## src/hw/rtl/ldhf_pkg.sv

```systemverilog
// Shared types and constants of the line deduplication hash filter.
// Used by ldhf_front, ldhf_back, the top level and the testbench; depends on nothing else.
`timescale 1ns / 1ps
`default_nettype none

package ldhf_pkg;

    localparam logic [63:0] HASH_SEED  = 64'd5381;
    localparam int          HASH_SHIFT = 5;
    localparam logic [7:0]  BYTE_CR    = 8'h0D;
    localparam logic [7:0]  BYTE_LF    = 8'h0A;
    localparam logic [15:0] LEN_MAX    = 16'hFFFF;

    localparam logic        MODE_DATA  = 1'b0;
    localparam logic        MODE_CLEAR = 1'b1;

    localparam logic [1:0]  ST_NEW  = 2'd0;
    localparam logic [1:0]  ST_DUP  = 2'd1;
    localparam logic [1:0]  ST_FULL = 2'd2;

    localparam int          CMDQ_DEPTH = 4;
    localparam int          CMDQ_AW    = 2;
    localparam int          SLOT_W     = 65;

    typedef struct packed {
        logic       mode;
        logic [7:0] data_byte;
        logic       chunk_end;
    } t_in_item;

    typedef struct packed {
        logic [1:0]  status;
        logic [63:0] line_hash;
        logic [15:0] line_length;
    } t_out_item;

    typedef struct packed {
        logic        is_clear;
        logic [63:0] hash;
        logic [15:0] length;
    } t_cmd;

    typedef struct packed {
        logic valid;
        t_cmd cmd;
    } t_cmd_head;

endpackage

`default_nettype wire

```

## src/hw/rtl/ldhf_front.sv

```systemverilog
// Front part: running djb2 hash and line length, and the command queue.
// Depends on ldhf_pkg.
`timescale 1ns / 1ps
`default_nettype none

module ldhf_front
    import ldhf_pkg::*;
(
    input  wire logic      i_clk,
    input  wire logic      i_rst_n,
    input  wire logic      i_accept,
    input  wire t_in_item  i_item,
    output logic           o_full,
    output t_cmd_head      o_head,
    input  wire logic      i_head_pop
);

    logic [63:0]        r_hash, n_hash;
    logic [15:0]        r_len, n_len;
    t_cmd               r_q [CMDQ_DEPTH];
    logic [CMDQ_AW-1:0] r_wp, r_rp;
    logic [CMDQ_AW:0]   r_cnt;
    logic               w_enq;
    t_cmd               w_enq_cmd;
    logic [15:0]        w_len_inc;
    logic [63:0]        w_ext;

    assign w_len_inc = (r_len == LEN_MAX) ? r_len : r_len + 16'd1;
    assign w_ext     = {{56{i_item.data_byte[7]}}, i_item.data_byte};

    always_comb begin
        n_hash    = r_hash;
        n_len     = r_len;
        w_enq     = 1'b0;
        w_enq_cmd = '{is_clear: 1'b0, hash: r_hash, length: w_len_inc};
        if (i_accept) begin
            if (i_item.mode == MODE_CLEAR) begin
                w_enq              = 1'b1;
                w_enq_cmd.is_clear = 1'b1;
                n_hash             = HASH_SEED;
                n_len              = '0;
            end else begin
                n_len = w_len_inc;
                if (i_item.data_byte == BYTE_LF) begin
                    w_enq  = 1'b1;
                    n_hash = HASH_SEED;
                    n_len  = '0;
                end else if (i_item.data_byte != BYTE_CR) begin
                    n_hash = (r_hash << HASH_SHIFT) + r_hash + w_ext;
                end
                if (i_item.chunk_end) begin
                    n_hash = HASH_SEED;
                    n_len  = '0;
                end
            end
        end
    end

    always_ff @(posedge i_clk) begin
        if (!i_rst_n) begin
            r_hash <= HASH_SEED;
            r_len  <= '0;
            r_wp   <= '0;
            r_rp   <= '0;
            r_cnt  <= '0;
        end else begin
            r_hash <= n_hash;
            r_len  <= n_len;
            if (w_enq) begin
                r_wp <= r_wp + 1'b1;
            end
            if (i_head_pop) begin
                r_rp <= r_rp + 1'b1;
            end
            r_cnt <= r_cnt + (CMDQ_AW+1)'(w_enq) - (CMDQ_AW+1)'(i_head_pop);
        end
    end

    always_ff @(posedge i_clk) begin
        if (w_enq) begin
            r_q[r_wp] <= w_enq_cmd;
        end
    end

    assign o_full       = (r_cnt == (CMDQ_AW+1)'(CMDQ_DEPTH));
    assign o_head.valid = (r_cnt != '0);
    assign o_head.cmd   = r_q[r_rp];

endmodule

`default_nettype wire

```

## config.mk

```make
export PLATFORM = sky130hd
export DESIGN_NAME = ldhf_front
export DESIGN_NICKNAME = d
export VERILOG_FILES = /design/src/hw/rtl/ldhf_pkg.sv /design/src/hw/rtl/ldhf_front.sv
export SDC_FILE = /design/constraint.sdc
export NUM_CORES = 1
export LEC_CHECK = 0
export BUFFER_PORTS_ARGS = -buffer_cell sky130_fd_sc_hd__clkbuf_2
export CAP_MARGIN = 5
export CORE_UTILIZATION = 65
export CTS_CLUSTER_SIZE = 25
export DETAILED_ROUTE_END_ITERATION = 8
export GPL_ROUTABILITY_DRIVEN = 0
export PLACE_DENSITY_LB_ADDON = 0.3
export SLEW_MARGIN = 25
export SYNTH_ARGS = -nofsm -noshare
export SYNTH_HDL_FRONTEND = slang
export SYNTH_SLANG_ARGS = --single-unit
```

## constraint.sdc

```tcl
create_clock -name i_clk -period 9.6 [get_ports i_clk]
set_input_delay 0.96 -clock i_clk [delete_from_list [all_inputs] [get_ports i_clk]]
set_output_delay 0.96 -clock i_clk [all_outputs]
set_load 0.01 [all_outputs]
```

Word level (Yosys, flattened, before mapping):

Memory sizes are Yosys's and may differ from the RTL's. A register that Yosys moved wholly into a read port is not among the register bits.
Index checks and enable logic that the tools add are counted.

* mux-type cells: 17
* equality and inequality tests: 4
* add/subtract/negate cells: 7
* reductions and logical operators: 3

Operators with widths (count)
* 64-bit 2-to-1 mux: 4
* 64-bit adder: 2
* 16-bit 2-to-1 mux: 4
* 16-bit by 1-bit adder with 16-bit output, second input constant: 1
* 16-bit == test, second input constant: 1
* 8-bit by 4-bit == test with 1-bit output, second input constant: 1
* 8-bit by 4-bit != test with 1-bit output, second input constant: 1
* 1-bit 2-to-1 mux: 7
* 2-bit by 1-bit adder with 2-bit output, second input constant: 2
* 2-bit 2-to-1 mux: 2
* 4-bit nonzero test: 1
* 3-bit by 1-bit adder with 3-bit output: 1
* 3-bit == test, second input constant: 1
* 3-bit nonzero test: 1
* 3-bit by 1-bit subtractor with 3-bit output: 1
* 2-bit AND reduction: 1

* RAM bits: 324
* input bits: 14
* register bits after elaboration: 87
* memories: 1
* logic and storage cells: 37

Memories
* r_q: words 4, width 81, read ports 1, clocked after memory_dff 1, wr ports 1, line ldhf_front.sv:20 `t_cmd r_q [CMDQ_DEPTH];`

Longest topological paths before layout:

* depth after elaboration: 6
* mapped depth: 14
* gate-level depth less buffers: 14

Worst setup path after synthesis:

OpenSTA, ideal clock, no wires.

* kind: input to register
* start: input port i_item[7] (netlist name)
* end: memory r_q[0][0] (netlist name), enable pin
* buffers on the path: 1
* library setup time: 0.448 ns
* data arrival time: 3.659 ns
* stages: 6
* required time: 9.152 ns
* setup slack: 5.493 ns
* cells stage by stage: nor3_1 and3_1 a31oi_1 nor2b_1 clkbuf_1 and2_1

* cells in the longest elaborated chain, start to end: 6

Ends and longest elaborated chain
* start, declared: line ldhf_front.sv:12 `input wire t_in_item i_item,`
* 8-bit by 4-bit == test with 1-bit output: line ldhf_front.sv:44 `if (i_item.data_byte == BYTE_LF) begin`
* 1-bit 2-to-1 mux: line ldhf_front.sv:44
* 1-bit 2-to-1 mux: line ldhf_front.sv:37 `if (i_item.mode == MODE_CLEAR) begin`
* 1-bit 2-to-1 mux: line ldhf_front.sv:36 `if (i_accept) begin`
* 1-bit 2-to-1 mux: line ldhf_front.sv:80 `if (w_enq) begin`
* 1-bit 2-to-1 mux (not written as such): line ldhf_front.sv:81 `r_q[r_wp] <= w_enq_cmd;`
* end, declared: line ldhf_front.sv:20

No other way between the ends.

Worst setup path after layout:

* start: input port i_item[8] (netlist name)
* end: register r_hash[57]

* cells in the longest elaborated chain, start to end: 5
* elaborated cells between the ends (all ways): 9

Ends and longest elaborated chain
* 64-bit adder: line ldhf_front.sv:49 `n_hash = (r_hash << HASH_SHIFT) + r_hash + w_ext;`
* 64-bit 2-to-1 mux: line ldhf_front.sv:48 `end else if (i_item.data_byte != BYTE_CR) begin`
* 64-bit 2-to-1 mux: line ldhf_front.sv:44
* 64-bit 2-to-1 mux: line ldhf_front.sv:51 `if (i_item.chunk_end) begin`
* 64-bit 2-to-1 mux: line ldhf_front.sv:37
* end signal, assigned: line ldhf_front.sv:67 `r_hash <= n_hash;`
* end, declared: line ldhf_front.sv:18 `logic [63:0] r_hash, n_hash;`

Parallel ways exist; a longest one is shown, timed or not. The select of a mux whose other input is x is not followed.
A chain may end at the register's enable or synchronous reset.

==> impl_metrics.yaml <==
synthesis:
  synth_common_cells: "edfxtp_1, nand2_1, dfxtp_1, mux4_2, a21oi_1"
  yosysSeqAreaShare: 0.5730
  synth_ff_type: "edfxtp_1"
  syn_area_um2: 20090
  netlist_top_cells_area: "edfxtp_1, mux4_2, dfxtp_1"
  synth_largest_area_cell: "edfxtp_1"
  async_flop_share: 0
  yosys_warnings: 0
  synth_top_cell_area_share: 0.4843
  ys_ff_latch: 413
  synthCells: 1425
  avgSynthCellArea_um2: 14.10
  synth_edf_count: 324
  synth.most_common_cell: "edfxtp_1"
  synth_cell_types: 64
  syn_nets: 1573
final_layout:
  antennaDiodeCount: 0
  area_growth_syn_to_layout_pct: 11.43
  fin_nets: 1661
  drive_gt1_frac: 0.1718
die:
  rows: 64
  ios: 97
  dieWidth_um: 177.8
  die_y_um: 177.8
  die-area_um2: 31610
  start_util: 0.6585
  coreArea_um2: 30510
clock_tree:
  numCtsBuffers: 43
  htree_num_levels: 2
  clkTransAtPathRegs_ns: 0.06
  clkLatencyLatePin_ns: 0.54
  cts_sinks: 413
  ctsHoldBuffers: 0
  cts_tree: "yes"
  clockBufferDepth: 3
  cts_resized: 0
  clock-root-buffer: "clkbuf_16"
  post_cts_buffers: 0
sta:
  rsz0062_at_grt: "no"
  slew_headroom: 0.3656
  fin_ws_ns: 4.602
  fmax_mhz: 200.1
  fin_crit_sh: 0.5207
  finClkSkew_ns: 0.01625
  worstMarginPinSlew_ns: 0.9517
  slew_violations: 0
  hold_viol_final: 0
  final-setup-viol-count: 0
  period_needed_ns: 4.998
  tns_ns: 0
critical_path:
  cpPeakStageDelay_ns: 0.53
  cp-end-kind: "register"
  r2r-start: "r_hash[5]"
  reg2reg_to: "r_hash[44]"
  rrSetupSlack_ns: 5.44
  slowest_stage: "or4_1"
  cp_max_fo: 30
  required_ns: 10.02
  r2r_cells: 13
  criticalPathCategory: "input port to register"
  crit_end: "r_hash[57]"
  cp_data_arrival_time_ns: 5.42
  path_cells: "buf_4 -> buf_4 -> buf_16 -> fa_1 -> ha_1 -> nand3_1 -> or4_1 -> o21ai_0 -> a41oi_1 -> o31a_1 -> o21a_1 -> o31a_1 -> o21ai_4 -> nor4_1 -> or3_1"
  cp-start-kind: "input port"
  worstSetupStartpoint: "i_item[8]"
global_route:
  grt_pass1_wl_mm: 66.09
  grt_use_total: 0.2717
  grt.overflow.total: 0
  grt_antenna_before_repair: 0
  grt_max_degree: 54
  grt_pass1_vias: 12386
place:
  dp_hpwl_mm: 26.21
  dp_slack_ns: 3.820
  portBuffers: 96
detailed_routing:
  drt-initial-drc-count: 1155
  wl_per_cell_um: 21.25
  wirelength_mm: 41.32
  vias: 12383
  dr.pass1.iters: 5
  drc: 0
  drtAntennaViolNets: 0
  viasPerCell: 6.370
pwr:
  p_sw_frac: 0.2507
  p_clk_frac: 0.390
  p_sw_w: 0.001090
  pwr-share-seq: 0.466
  vdd_ir_drop_max_mv: 0.1806
  intPower_w: 0.003258
  power_density_nw_per_um2: 194.2
  pwr-share-comb: 0.144
  leakagePower_nw: 8.204
status:
  status: "finished, final reports clean"
min_path:
  worstHoldPathType: "register to register"
job:
  drv_cap: 0
sequential cells by signal (all words and copies together), names as in the netlist, named ones only:
name,flops
r_len,16
r_wp,2
r_q,324
r_rp,2
r_hash,64
r_cnt,3
how the worst min path moves through the flow:
stage	startpoint	endpoint	slack (ns)	cells past startpoint
after detailed placement	r_len[4]	r_len[4]	0.50	2
after global placement	r_len[12]	r_len[12]	0.49	2
after CTS	r_len[4]	r_len[4]	0.51	2
after floorplan	r_len[7]	r_len[7]	0.48	2
after global routing	r_len[4]	r_len[4]	0.54	2
final	r_len[4]	r_len[4]	0.51	2
final cells by class:
cell class                      count  area [µm²]
Multi-Input combinational cell    917        8214
Tap cell                          396       495.5
Inverter                           30       112.6
Fill cell                        1900        8124
Clock buffer                       59        1167
Sequential cell                   413       11520
Clock inverter                     21       284.0
Timing Repair Buffer              108       593.1
routing by layer:
metal	GRT usage	up-vias	wire length (µm)
li1	-	5632	-
met1	0.3774	6223	17760
met2	0.4507	439	20370
met3	0.03642	89	2283
met4	0.08013	0	910
met5	0	-	0
power groups by stage:
stage / combinational (W) / clock (W) / sequential, W
after floorplan: 0.000468 / 0 / 0.00203
after CTS: 0.000621 / 0.00172 / 0.00203
after global placement: 0.000600 / 0 / 0.00206
after global routing: 0.000689 / 0.00178 / 0.00203
final: 0.000626 / 0.00170 / 0.00203
after detailed placement: 0.000612 / 0 / 0.00207
per-stage QoR:
step	hold WS, ns	cell area (µm²)	power (W)	std cells	utilization
floorplan	0.4751	20090	0.002502	1425	-
global placement	0.4933	20910	0.002661	1863	0.6852
detailed placement	0.5035	20910	0.002677	1863	0.6852
CTS	0.5138	22360	0.004368	1943	0.7328
global route	0.5439	22390	0.004507	1944	0.7337
finish	0.5117	22390	0.004348	1944	0.7337
worst max-delay path, delay by kind of cell:
family	cells	cell delay, ns
AOI/OAI and AO/OA	6	1.31
and+or+nand+nor	4	1.17
buffers and inverters	3	1.00
adders and majority gates	2	0.94
placed cells by master, fill, tap and decap left out, types with 44 or more instances in the layout:
master,n
mux4_2,81
fa_1,60
a21oi_1,75
edfxtp_1,324
o21ai_0,58
clkbuf_16,44
nand2_1,113
dfxtp_1,87
clkbuf_2,94
ha_1,74
cell families after synthesis:
logic type      Yosys count  synth area share
flops                   413            0.5730
simple gates            339           0.08545
compound gates          286           0.09211
fa+ha+maj               134            0.1059
buf+inv                  95           0.01869
mux                      88           0.09436
xor+xnor                 70           0.03052
No activity file was read; power rests on OpenSTA's default activity.
